`config.mk`:
```
export PLATFORM = sky130hd
export DESIGN_NAME = uart_frame_serializer
export DESIGN_NICKNAME = d
export VERILOG_FILES = /design/src/hw/rtl/ufs_pkg.sv /design/src/hw/rtl/uart_frame_serializer.sv /design/src/hw/rtl/ufs_front.sv /design/src/hw/rtl/ufs_fifo.sv /design/src/hw/rtl/ufs_back.sv
export SDC_FILE = /design/constraint.sdc
export NUM_CORES = 1
export LEC_CHECK = 0
export BUFFER_PORTS_ARGS = -buffer_cell sky130_fd_sc_hd__buf_2
export CORE_UTILIZATION = 61
export CTS_CLUSTER_DIAMETER = 120
export DETAILED_ROUTE_END_ITERATION = 8
export PLACE_DENSITY = 0.8
export RECOVER_POWER = 25
export SLEW_MARGIN = 0
export SYNTH_ARGS = -nofsm -noshare
export SYNTH_HDL_FRONTEND = slang
export SYNTH_HIERARCHICAL = 1
export SYNTH_SLANG_ARGS = --single-unit
```
`constraint.sdc`:
```
create_clock -name clk_i -period 8.85 [get_ports clk_i]
set_clock_uncertainty 0.05 [all_clocks]
set_input_delay 2.2125 -clock clk_i [delete_from_list [all_inputs] [get_ports clk_i]]
set_output_delay 2.2125 -clock clk_i [all_outputs]
set_load 0.02 [all_outputs]
```
`src/hw/rtl/ufs_pkg.sv`:
```
// Shared types and constants for the UART frame serializer.
`timescale 1ns / 1ps
`default_nettype none
package ufs_pkg;

  localparam int unsigned ByteW    = 8;
  localparam int unsigned BitTimeW = 16;
  localparam int unsigned DurW     = 17;
  localparam int unsigned NBitsW   = 4;
  localparam int unsigned SegW     = 4;
  localparam int unsigned CfgIdxW  = 2;
  localparam int unsigned CfgDataW = 16;
  localparam int unsigned FifoDepth = 2;
  localparam int unsigned FifoPtrW  = 1;
  localparam int unsigned FifoCntW  = 2;
  localparam logic [SegW-1:0] MaxSeg = 4'd10;

  localparam logic [BitTimeW-1:0] BitTimeRst = 16'd104;
  localparam logic [NBitsW-1:0]   DataBitsRst = 4'd0;
  localparam logic [NBitsW-1:0]   FullBits    = 4'd8;

  typedef enum logic [CfgIdxW-1:0] {
    CFG_BIT_TIME    = 2'd0,
    CFG_DATA_BITS   = 2'd1,
    CFG_PARITY_MODE = 2'd2,
    CFG_STOP_MODE   = 2'd3
  } cfg_idx_e;

  typedef enum logic [1:0] {
    PAR_NONE   = 2'd0,
    PAR_ODD    = 2'd1,
    PAR_EVEN   = 2'd2,
    PAR_UNUSED = 2'd3
  } parity_e;

  typedef enum logic [1:0] {
    STOP_HALF     = 2'd0,
    STOP_ONE      = 2'd1,
    STOP_ONE_HALF = 2'd2,
    STOP_TWO      = 2'd3
  } stop_e;

  typedef struct packed {
    logic [ByteW-1:0]    tx_byte;
    logic [NBitsW-1:0]   nbits;
    logic                has_par;
    logic                par_bit;
    logic [BitTimeW-1:0] bit_time;
    logic [DurW-1:0]     stop_len;
  } job_t;

endpackage
`default_nettype wire

```
`src/hw/rtl/uart_frame_serializer.sv`:
```
// Top level of the UART frame serializer.
//
//   channel | signals                                     | direction
//   --------+---------------------------------------------+----------
//   in      | in_valid_i, in_stall_o, tx_byte_i           | sink
//   out     | out_valid_o, out_stall_i, line_level_o,     | source
//           | duration_o, last_segment_o                  |
//   cfg     | cfg_valid_i, cfg_ready_o, cfg_index_i,      | sink
//           | cfg_data_i                                  |
//
// One segment beat per cycle from the back-end sequencer while out_stall_i is
// low: a frame has 3 to 11 segments (start + data bits + parity + stop).
// A byte goes through the frame queue and job register to the registered beat.
// The two-entry frame queue takes bytes while the back end is stalled.
// Reset restores bit_time 104, eight data bits, no parity, one stop bit.
`timescale 1ns / 1ps
`default_nettype none
module uart_frame_serializer (
  input  wire logic                         clk_i,
  input  wire logic                         rst_ni,
  input  wire logic                         cfg_valid_i,
  output logic                              cfg_ready_o,
  input  wire logic [ufs_pkg::CfgIdxW-1:0]  cfg_index_i,
  input  wire logic [ufs_pkg::CfgDataW-1:0] cfg_data_i,
  input  wire logic                         in_valid_i,
  output logic                              in_stall_o,
  input  wire logic [ufs_pkg::ByteW-1:0]    tx_byte_i,
  output logic                              out_valid_o,
  input  wire logic                         out_stall_i,
  output logic                              line_level_o,
  output logic [ufs_pkg::DurW-1:0]          duration_o,
  output logic                              last_segment_o
);
  import ufs_pkg::*;

  job_t front_job;
  job_t queue_job;
  logic q_full, q_valid, q_pop, q_push;

  assign cfg_ready_o = 1'b1;
  assign in_stall_o  = q_full;
  assign q_push      = in_valid_i && !q_full;

  ufs_front u_front (
    .clk_i       (clk_i),
    .rst_ni      (rst_ni),
    .cfg_valid_i (cfg_valid_i),
    .cfg_index_i (cfg_index_i),
    .cfg_data_i  (cfg_data_i),
    .tx_byte_i   (tx_byte_i),
    .job_o       (front_job)
  );

  ufs_fifo u_fifo (
    .clk_i       (clk_i),
    .rst_ni      (rst_ni),
    .push_i      (q_push),
    .push_data_i (front_job),
    .full_o      (q_full),
    .valid_o     (q_valid),
    .pop_i       (q_pop),
    .pop_data_o  (queue_job)
  );

  ufs_back u_back (
    .clk_i          (clk_i),
    .rst_ni         (rst_ni),
    .job_valid_i    (q_valid),
    .job_i          (queue_job),
    .pop_o          (q_pop),
    .out_valid_o    (out_valid_o),
    .out_stall_i    (out_stall_i),
    .line_level_o   (line_level_o),
    .duration_o     (duration_o),
    .last_segment_o (last_segment_o)
  );

endmodule
`default_nettype wire

```
`src/hw/rtl/ufs_front.sv`:
```
// Front end: configuration registers and per-byte frame classification.
`timescale 1ns / 1ps
`default_nettype none
module ufs_front (
  input  wire logic                         clk_i,
  input  wire logic                         rst_ni,
  input  wire logic                         cfg_valid_i,
  input  wire logic [ufs_pkg::CfgIdxW-1:0]  cfg_index_i,
  input  wire logic [ufs_pkg::CfgDataW-1:0] cfg_data_i,
  input  wire logic [ufs_pkg::ByteW-1:0]    tx_byte_i,
  output ufs_pkg::job_t                     job_o
);
  import ufs_pkg::*;

  logic [BitTimeW-1:0] bit_time_q;
  logic [NBitsW-1:0]   data_bits_q;
  parity_e             parity_q;
  stop_e               stop_q;
  logic [NBitsW-1:0]   nbits;
  logic [ByteW-1:0]    sent;
  logic [DurW-1:0]     bt_ext;
  logic [DurW-1:0]     stop_len;
  logic                ones_odd;

  always_ff @(posedge clk_i or negedge rst_ni) begin
    if (!rst_ni) begin
      bit_time_q  <= BitTimeRst;
      data_bits_q <= DataBitsRst;
      parity_q    <= PAR_NONE;
      stop_q      <= STOP_ONE;
    end else if (cfg_valid_i) begin
      unique case (cfg_idx_e'(cfg_index_i))
        CFG_BIT_TIME:    bit_time_q  <= cfg_data_i[BitTimeW-1:0];
        CFG_DATA_BITS:   data_bits_q <= cfg_data_i[NBitsW-1:0];
        CFG_PARITY_MODE: parity_q    <= parity_e'(cfg_data_i[1:0]);
        CFG_STOP_MODE:   stop_q      <= stop_e'(cfg_data_i[1:0]);
        default: ;
      endcase
    end
  end

  always_comb begin
    nbits = data_bits_q;
    if (data_bits_q == '0 || data_bits_q > FullBits) begin
      nbits = FullBits;
    end
    for (int i = 0; i < ByteW; i++) begin
      sent[i] = tx_byte_i[i] & (NBitsW'(i) < nbits);
    end
    ones_odd = ^sent;
    bt_ext   = {1'b0, bit_time_q};
    case (stop_q)
      STOP_HALF:     stop_len = bt_ext >> 1;
      STOP_ONE_HALF: stop_len = bt_ext + (bt_ext >> 1);
      STOP_TWO:      stop_len = bt_ext << 1;
      default:       stop_len = bt_ext;
    endcase
    job_o.tx_byte  = tx_byte_i;
    job_o.nbits    = nbits;
    job_o.has_par  = (parity_q != PAR_NONE);
    job_o.par_bit  = (parity_q == PAR_ODD) ? ~ones_odd : ones_odd;
    job_o.bit_time = bit_time_q;
    job_o.stop_len = stop_len;
  end

endmodule
`default_nettype wire

```
`src/hw/rtl/ufs_fifo.sv`:
```
// Two-entry frame queue between front and back end.
`timescale 1ns / 1ps
`default_nettype none
module ufs_fifo (
  input  wire logic  clk_i,
  input  wire logic  rst_ni,
  input  wire logic  push_i,
  input  wire ufs_pkg::job_t push_data_i,
  output logic       full_o,
  output logic       valid_o,
  input  wire logic  pop_i,
  output ufs_pkg::job_t pop_data_o
);
  import ufs_pkg::*;

  job_t                mem_q [FifoDepth];
  logic [FifoPtrW-1:0] wr_q, wr_d, rd_q, rd_d;
  logic [FifoCntW-1:0] cnt_q, cnt_d;

  assign full_o     = (cnt_q == FifoCntW'(FifoDepth));
  assign valid_o    = (cnt_q != '0);
  assign pop_data_o = mem_q[rd_q];

  always_comb begin
    wr_d  = push_i ? wr_q + 1'b1 : wr_q;
    rd_d  = pop_i ? rd_q + 1'b1 : rd_q;
    cnt_d = cnt_q + FifoCntW'(push_i) - FifoCntW'(pop_i);
  end

  always_ff @(posedge clk_i or negedge rst_ni) begin
    if (!rst_ni) begin
      wr_q  <= '0;
      rd_q  <= '0;
      cnt_q <= '0;
    end else begin
      wr_q  <= wr_d;
      rd_q  <= rd_d;
      cnt_q <= cnt_d;
    end
  end

  always_ff @(posedge clk_i) begin
    if (push_i) begin
      mem_q[wr_q] <= push_data_i;
    end
  end

  a_no_overflow: assert property (@(posedge clk_i) disable iff (!rst_ni)
    full_o |-> !push_i || pop_i)
    else $error("push into full queue");
  a_no_underflow: assert property (@(posedge clk_i) disable iff (!rst_ni)
    pop_i |-> valid_o)
    else $error("pop from empty queue");

endmodule
`default_nettype wire

```
`src/hw/rtl/ufs_back.sv`:
```
// Back end: segment sequencer with registered output beat.
`timescale 1ns / 1ps
`default_nettype none
module ufs_back (
  input  wire logic  clk_i,
  input  wire logic  rst_ni,
  input  wire logic  job_valid_i,
  input  wire ufs_pkg::job_t job_i,
  output logic       pop_o,
  output logic       out_valid_o,
  input  wire logic  out_stall_i,
  output logic       line_level_o,
  output logic [ufs_pkg::DurW-1:0] duration_o,
  output logic       last_segment_o
);
  import ufs_pkg::*;

  job_t            job_q;
  logic            busy_q;
  logic [SegW-1:0] seg_q;
  logic            valid_q;
  logic            level_q;
  logic [DurW-1:0] dur_q;
  logic            last_q;

  logic            adv;
  logic            seg_level;
  logic [DurW-1:0] seg_dur;
  logic            seg_last;
  logic [SegW-1:0] bit_idx;

  assign adv   = busy_q && (!valid_q || !out_stall_i);
  assign pop_o = job_valid_i && (!busy_q || (adv && seg_last));

  always_comb begin
    bit_idx   = seg_q - 1'b1;
    seg_level = 1'b1;
    seg_dur   = {1'b0, job_q.bit_time};
    seg_last  = 1'b0;
    if (seg_q == '0) begin
      seg_level = 1'b0;
    end else if (seg_q <= job_q.nbits) begin
      seg_level = job_q.tx_byte[bit_idx[2:0]];
    end else if (job_q.has_par && seg_q == job_q.nbits + 1'b1) begin
      seg_level = job_q.par_bit;
    end else begin
      seg_dur  = job_q.stop_len;
      seg_last = 1'b1;
    end
  end

  always_ff @(posedge clk_i or negedge rst_ni) begin
    if (!rst_ni) begin
      busy_q  <= 1'b0;
      seg_q   <= '0;
      valid_q <= 1'b0;
    end else begin
      if (adv) begin
        valid_q <= 1'b1;
      end else if (!out_stall_i) begin
        valid_q <= 1'b0;
      end
      if (pop_o) begin
        busy_q <= 1'b1;
        seg_q  <= '0;
      end else if (adv) begin
        seg_q <= seg_q + 1'b1;
        if (seg_last) begin
          busy_q <= 1'b0;
        end
      end
    end
  end

  always_ff @(posedge clk_i) begin
    if (pop_o) begin
      job_q <= job_i;
    end
    if (adv) begin
      level_q <= seg_level;
      dur_q   <= seg_dur;
      last_q  <= seg_last;
    end
  end

  assign out_valid_o    = valid_q;
  assign line_level_o   = level_q;
  assign duration_o     = dur_q;
  assign last_segment_o = last_q;

  a_stop_high: assert property (@(posedge clk_i) disable iff (!rst_ni)
    valid_q && last_q |-> level_q)
    else $error("stop segment not high");
  a_seg_bound: assert property (@(posedge clk_i) disable iff (!rst_ni)
    busy_q |-> seg_q <= MaxSeg)
    else $error("segment index out of range");
  a_done_idle: assert property (@(posedge clk_i) disable iff (!rst_ni)
    adv && seg_last && !pop_o |=> !busy_q)
    else $error("sequencer still busy after stop");
  a_start_low: assert property (@(posedge clk_i) disable iff (!rst_ni)
    adv && seg_q == '0 |=> !level_q && !last_q)
    else $error("start segment malformed");

endmodule
`default_nettype wire

```
# == Word-level counts from Yosys, hierarchy flattened ==
# Memories as Yosys holds them, arrays and structs flattened. A register that Yosys moved wholly into a read port is not among the register bits.
# Index checks and enable logic that the tools add are counted.
# totals
regBits,53
mem_bits_rw,94
inputBits,31
output_inout_bits,22
elab_cells,101
memories,1
# mem_list
memory,words,width,rd,rd_clocked_by_memory_dff,wr,line,source
u_fifo.mem_q,2,47,1,1,1,ufs_fifo.sv:16,job_t mem_q [FifoDepth];
# classes
addsub,8
order_cmp,11
eq_ne,9
mux,22
n_bitwise,9
reduce_logical,27
# ops
operator,n
case mux 17 bit (3 select lines),1
two-way mux 16 bit,3
adder 16 x 15 -> 17 bit,1
"less-than comparator 3 x 4 -> 1 bit, first input constant",4
two-way mux 1 bit,14
two-way mux 4 bit,3
"equality test 2 bit, second input constant",5
AND reduction 2 bit,5
"adder 4 x 1 -> 4 bit, second input constant",2
AND 1 bit,8
logical NOT 4 bit,2
"less-than comparator 1 x 4 -> 1 bit, first input constant",2
"less-than comparator 2 x 4 -> 1 bit, first input constant",2
nonzero test 2 bit,4
parity 8 bit,1
logical AND 1 bit,5
"equality test 2 x 1 -> 1 bit, second input constant",2
equality test 4 bit,1
"greater-than comparator 4 bit, second input constant",1
<= comparator 4 bit,1
logical NOT 1 bit,4
logical NOT 2 bit,2
"less-than comparator 3 x 4 -> 1 bit, second input constant",1
binary-select mux 1 bit (select 3 bit),1
8 further kinds,11

# == Logic depth before layout (Yosys ltp) ==
# depth
ltp_word,11
mapped_depth,10
ltp_nobuf,10

# == Hierarchy ==
# Netlist, hierarchy kept.
# modules_own_cells
module,instances,cells_per_inst,area_each_um2,seq_area_each_um2
ufs_fifo,1,161,3669.8,2922.8
ufs_back,1,148,2826.5,2132.0
ufs_front,1,263,2431.1,605.6
uart_frame_serializer,1,3,25.0,0.0

# == Least setup slack after synthesis ==
# OpenSTA, ideal clock, no wires.
# synth_path
path_kind,input-to-reg
start,input port in_valid_i
end,memory u_fifo/mem_q[0][0] (netlist name) (enable)
setup_ns,0.457
arrival_ns,4.494
t_required_ns,8.343
slack_ns,3.849
cell_stages,2
n_path_buf,0
cell_sequence,nor2b_4 nor2b_1
# synth_via
elab_chain_cells,3
# synth_lines
item,line,source
"start, declared",uart_frame_serializer.sv:25,"input wire logic in_valid_i,"
logical AND 1 bit,uart_frame_serializer.sv:42,assign q_push = in_valid_i && !q_full;
two-way mux 1 bit,ufs_fifo.sv:43,if (push_i) begin
two-way mux 1 bit (implied by the code),ufs_fifo.sv:44,mem_q[wr_q] <= push_data_i;
"end, declared",ufs_fifo.sv:16,
# No other way between the ends.

# == Worst setup path after layout ==
# layout_path
start,input port out_stall_i
end,register u_fifo.cnt_q[1]
# layout_via
elab_chain_cells,7
# layout_lines
item,line,source
"start, declared",uart_frame_serializer.sv:29,"input wire logic out_stall_i,"
logical NOT 1 bit,ufs_back.sv:32,assign adv = busy_q && (!valid_q || !out_stall_i);
logical OR 1 bit,ufs_back.sv:32,
logical AND 1 bit,ufs_back.sv:32,
logical AND 1 bit,ufs_back.sv:33,assign pop_o = job_valid_i && (!busy_q || (adv && seg_last));
logical OR 1 bit,ufs_back.sv:33,
logical AND 1 bit,ufs_back.sv:33,
via q_pop,uart_frame_serializer.sv:38,"logic q_full, q_valid, q_pop, q_push;"
subtractor 2 x 1 -> 2 bit,ufs_fifo.sv:27,cnt_d = cnt_q + FifoCntW'(push_i) - FifoCntW'(pop_i);
via u_fifo.cnt_d[1],ufs_fifo.sv:18,"logic [FifoCntW-1:0] cnt_q, cnt_d;"
"end signal, assigned",ufs_fifo.sv:38,cnt_q <= cnt_d;
"end, declared",ufs_fifo.sv:18,
# The timed path passes the listed nets, and every way through them passes these cells.
# A chain may end at the register's enable or synchronous reset.

==> PnR_summary.wiki <==
{| class="wikitable"
! Metric !! Value
|-
| DIE WIDTH || 123 um
|-
| Reg2reg setup slack || roughly 5.5 ns
|-
| Post-Route Utilization || between 60% and 70%
|-
| Grt total ovfl || 0
|-
| Top cell type by total area after synthesis || sky130_fd_sc_hd__edfxtp_1
|-
| Reg-to-reg endpoint || u_fifo/cnt_q[1]
|-
| Power per Cell Area || 353 nW/um2
|-
| Area taken by flip-flops and latches || between 5000 and 6000 um2
|-
| Most common library cell in the layout ignoring fill and taps || sky130_fd_sc_hd__edfxtp_1
|-
| Synth Net Count || 632
|-
| Top-area cell type share of the netlist area || 53.7%
|-
| Detailed-route DRC error count || 0
|-
| Root cell of the clock tree || sky130_fd_sc_hd__clkbuf_16
|-
| Die outline area || 15200 um2
|-
| Kind of start point of the critical path || input port
|-
| Crit Path Category || in2reg
|-
| Count of input and output buffers || 51
|-
| Arrival time of data at the critical path endpoint || around 4.2 ns
|-
| Number of slew-limit violations in the final report || 49
|-
| Post-synthesis instance total || 575
|-
| Initial antenna violation count || 0
|-
| Share of the clock period used by the worst path || 44.2%
|-
| Failing checks || max-capacitance violations, max-slew violations
|-
| Final Wtd Congestion || 0.840
|-
| Worst EP required || 9.09 ns
|-
| Most common flop cell mapped by yosys || sky130_fd_sc_hd__edfxtp_1
|-
| Register-to-Register Path Depth || 9
|-
| Sum of routed wire length over all layers || roughly 15000 um
|-
| Number of buffers on the longest clock path || 2
|-
| H-tree level count || 4
|-
| Count of cells resized by post-cts repair || 0
|-
| Max_slew headroom || -82.2%
|-
| Mean instance size in the synthesized netlist || 15.6 um2
|-
| First-pass iteration count of the detailed router || 6
|-
| Number of I/O pins || 53
|-
| Clock tree from TritonCTS || yes
|-
| FFs w/ async S/R, synth || 17.5%
|-
| Number of fill cells in the layout || 951
|-
| Share of the yosys chip area belonging to registers || 63.2%
|-
| Largest net degree at the start of global routing || 53
|-
| Clock Pin Slew Worst Setup and Hold Paths || 0.06 ns
|-
| Number of distinct standard cells referenced by the synthesized netlist || 64
|-
| Launch instance of the worst register-to-register path || u_back/seg_q[0]
|-
| Height of the die || 123 um
|-
| Status || finished with violations
|-
| Hold crit path type || reg2reg
|-
| Vias in the first global route || 4695
|-
| Proportion of layout cells with a drive suffix above 1 || a little over a quarter
|-
| Via total after detailed routing || 4776
|-
| Post-layout instance count excluding filler cells || 809
|-
| Starting DRT DRC Count || roughly 410
|-
| Cell leakage power || approximately 0.0037 uW
|-
| Setup Viol. Count Final || 0
|-
| Cells taking the most area after synthesis || sky130_fd_sc_hd__edfxtp_1 54%, sky130_fd_sc_hd__dfrtp_1 8.4%, sky130_fd_sc_hd__mux2_2 7.0%, sky130_fd_sc_hd__mux2_4 4.9%, sky130_fd_sc_hd__ha_1 3.5%
|-
| Cell depth of the worst min-delay path || 1
|-
| End point of the critical path || u_fifo/cnt_q[1]
|-
| IR drop worst, VDD || around 0.16 mV
|-
| Setup TNS Final || 0 ns
|-
| Actual slew at the worst max-slew pin || 2.73 ns
|-
| CP Launch Point || out_stall_i
|-
| Clock latency reported for the late side of the worst-skew pair || 0.42 ns
|-
| RSZ-0062 raised after global routing || false
|-
| Setup Buffers After CTS || 0
|-
| Core Rows || 43
|-
| Most frequent cells in the layout || 160 x sky130_fd_sc_hd__edfxtp_1, 51 x sky130_fd_sc_hd__mux2_2, 48 x sky130_fd_sc_hd__buf_2, 29 x sky130_fd_sc_hd__dfrtp_1, 25 x sky130_fd_sc_hd__ha_1
|-
| Seq cells post-synth || 194
|-
| Achievable Freq || 0.256 GHz
|-
| Final hold vios || 0
|-
| Cell total after placement || 780
|-
| Time the final worst path needs with I/O delays and setup || 3.91 ns
|-
| Sinks on the clock net || 194
|-
| Global-route usage over all layers || 21.5%
|-
| Average wire per standard cell || 18.5 um
|-
| Initial core utilization || between 60% and 70%
|-
| Area taken by multi-input logic gates || 2960 um2
|-
| Routed vias/inst || 5.90
|-
| Count of synthesis-stage warnings from yosys || 6
|-
| Cell Area, Synth || 8950 um2
|-
| P&R area growth vs syn || 8.68%
|-
| Antenna Nets Post-Route || 0
|-
| Global-route wire length before repair || 24100 um
|-
| HPWL reported at the end of detailed placement || 9740 um
|-
| Category of the worst setup path capture point || register
|-
| Area of the core || 14100 um2
|-
| Hold bufs inserted after CTS || 0
|-
| Number of enable flip-flop cells after synthesis || 160
|-
| Inserted Diodes || 0
|-
| Highest net fanout along the worst path || 52
|-
| Final Net Count || 676
|-
| Maxcap violations || 1
|-
| Number of buffers added by the clock tree synthesis step || 17
|}
-- report_power, final --
group          internal [uW]  total (uW)  switching, uW
sequential              1430        1580            149
combinational            512        1140            629
clock                    408         717            309
-- final cells by class --
cell class,count,share of cell area (%)
inverters,15,0.579
clock inverters,11,1.21
multi-input cells,336,30.4
clock buffers,18,4.41
flip-flops and latches,194,58.2
repair buffers,55,2.85
well taps,180,2.31
-- worst max-delay path, cell delays in order --
cell and delay (ns):
sky130_fd_sc_hd__buf_2 0.10, sky130_fd_sc_hd__nand2_1 0.10, sky130_fd_sc_hd__a41o_2 0.95, sky130_fd_sc_hd__ha_1 0.38, sky130_fd_sc_hd__inv_1 0.06, sky130_fd_sc_hd__ha_1 0.14
sky130_fd_sc_hd__xor3_1 0.22
-- worst min path at each step --
stage | from | to
floorplan | u_fifo/wr_q | u_fifo/wr_q
finish | u_back/busy_q | u_back/out_valid_o
CTS | u_back/busy_q | u_back/out_valid_o
global route | u_back/busy_q | u_back/out_valid_o
global placement | u_back/busy_q | u_back/out_valid_o
detailed placement | u_back/busy_q | u_back/out_valid_o
-- per-stage QoR --
step	hold WS (ns)	setup WS [ns]	instance area [um2]	power, uW
6_report	0.463	4.94	9730	3440
5_1_grt	0.484	4.78	9730	3620
4_1_cts	0.464	4.91	9810	3500
3_5_place_dp	0.453	4.46	9270	2780
3_3_place_gp	0.435	4.57	9270	2710
2_1_floorplan	0.405	3.85	8950	2520
-- layer usage --
layer	up-vias	share of wire, %	GRT usage (%)	wire, um
met3	19	5.6	3.97	840
met2	157	47	33.7	7070
met4	0	1.2	7.53	187
li1	2250	-	-	-
met1	2350	46	30.6	6900
met5	-	0	0	0
-- registers in the layout (all words and copies together) (netlist names) --
signal,count
u_back/out_valid_o,1
u_back/duration_o,17
u_back/busy_q,1
u_fifo/mem_q,94
u_front/stop_q,2
u_front/parity_q,2
u_back/last_segment_o,1
u_front/data_bits_q,4
u_fifo/rd_q,1
u_back/job_q,47
u_back/seg_q,4
u_fifo/cnt_q,2
u_fifo/wr_q,1
u_front/bit_time_q,16
u_back/line_level_o,1
-- synthesized netlist by cell type, drive strengths merged (3+ instances only) --
master and n:
a211oi 7, a21o 8, a21oi 16, a31oi 6, and2 5, buf 25, clkbuf 5, dfrtp 30
dfstp 4, edfxtp 160, ha 25, inv 15, mux2 85, mux2i 8, mux4 10, nand2 24
nand2b 6, nand3 9, nand4 5, nor2 23, nor2b 11, nor3 3, o211a 3, o211ai 3
o21ai 19, o21bai 3, or2 3, xnor2 18, xor2 9
-- logic make-up after synthesis --
group | count (synthesis) | share of synthesized area (%)
compound gates | 78 | 5.81
xor+xnor | 28 | 2.99
fa+ha+maj | 26 | 3.72
buf+inv | 45 | 2.99
flops | 194 | 63.2
mux | 103 | 15.3
other cells | 1 | 0.0419
simple gates | 100 | 5.90
No activity file was read; power rests on OpenSTA's default activity.
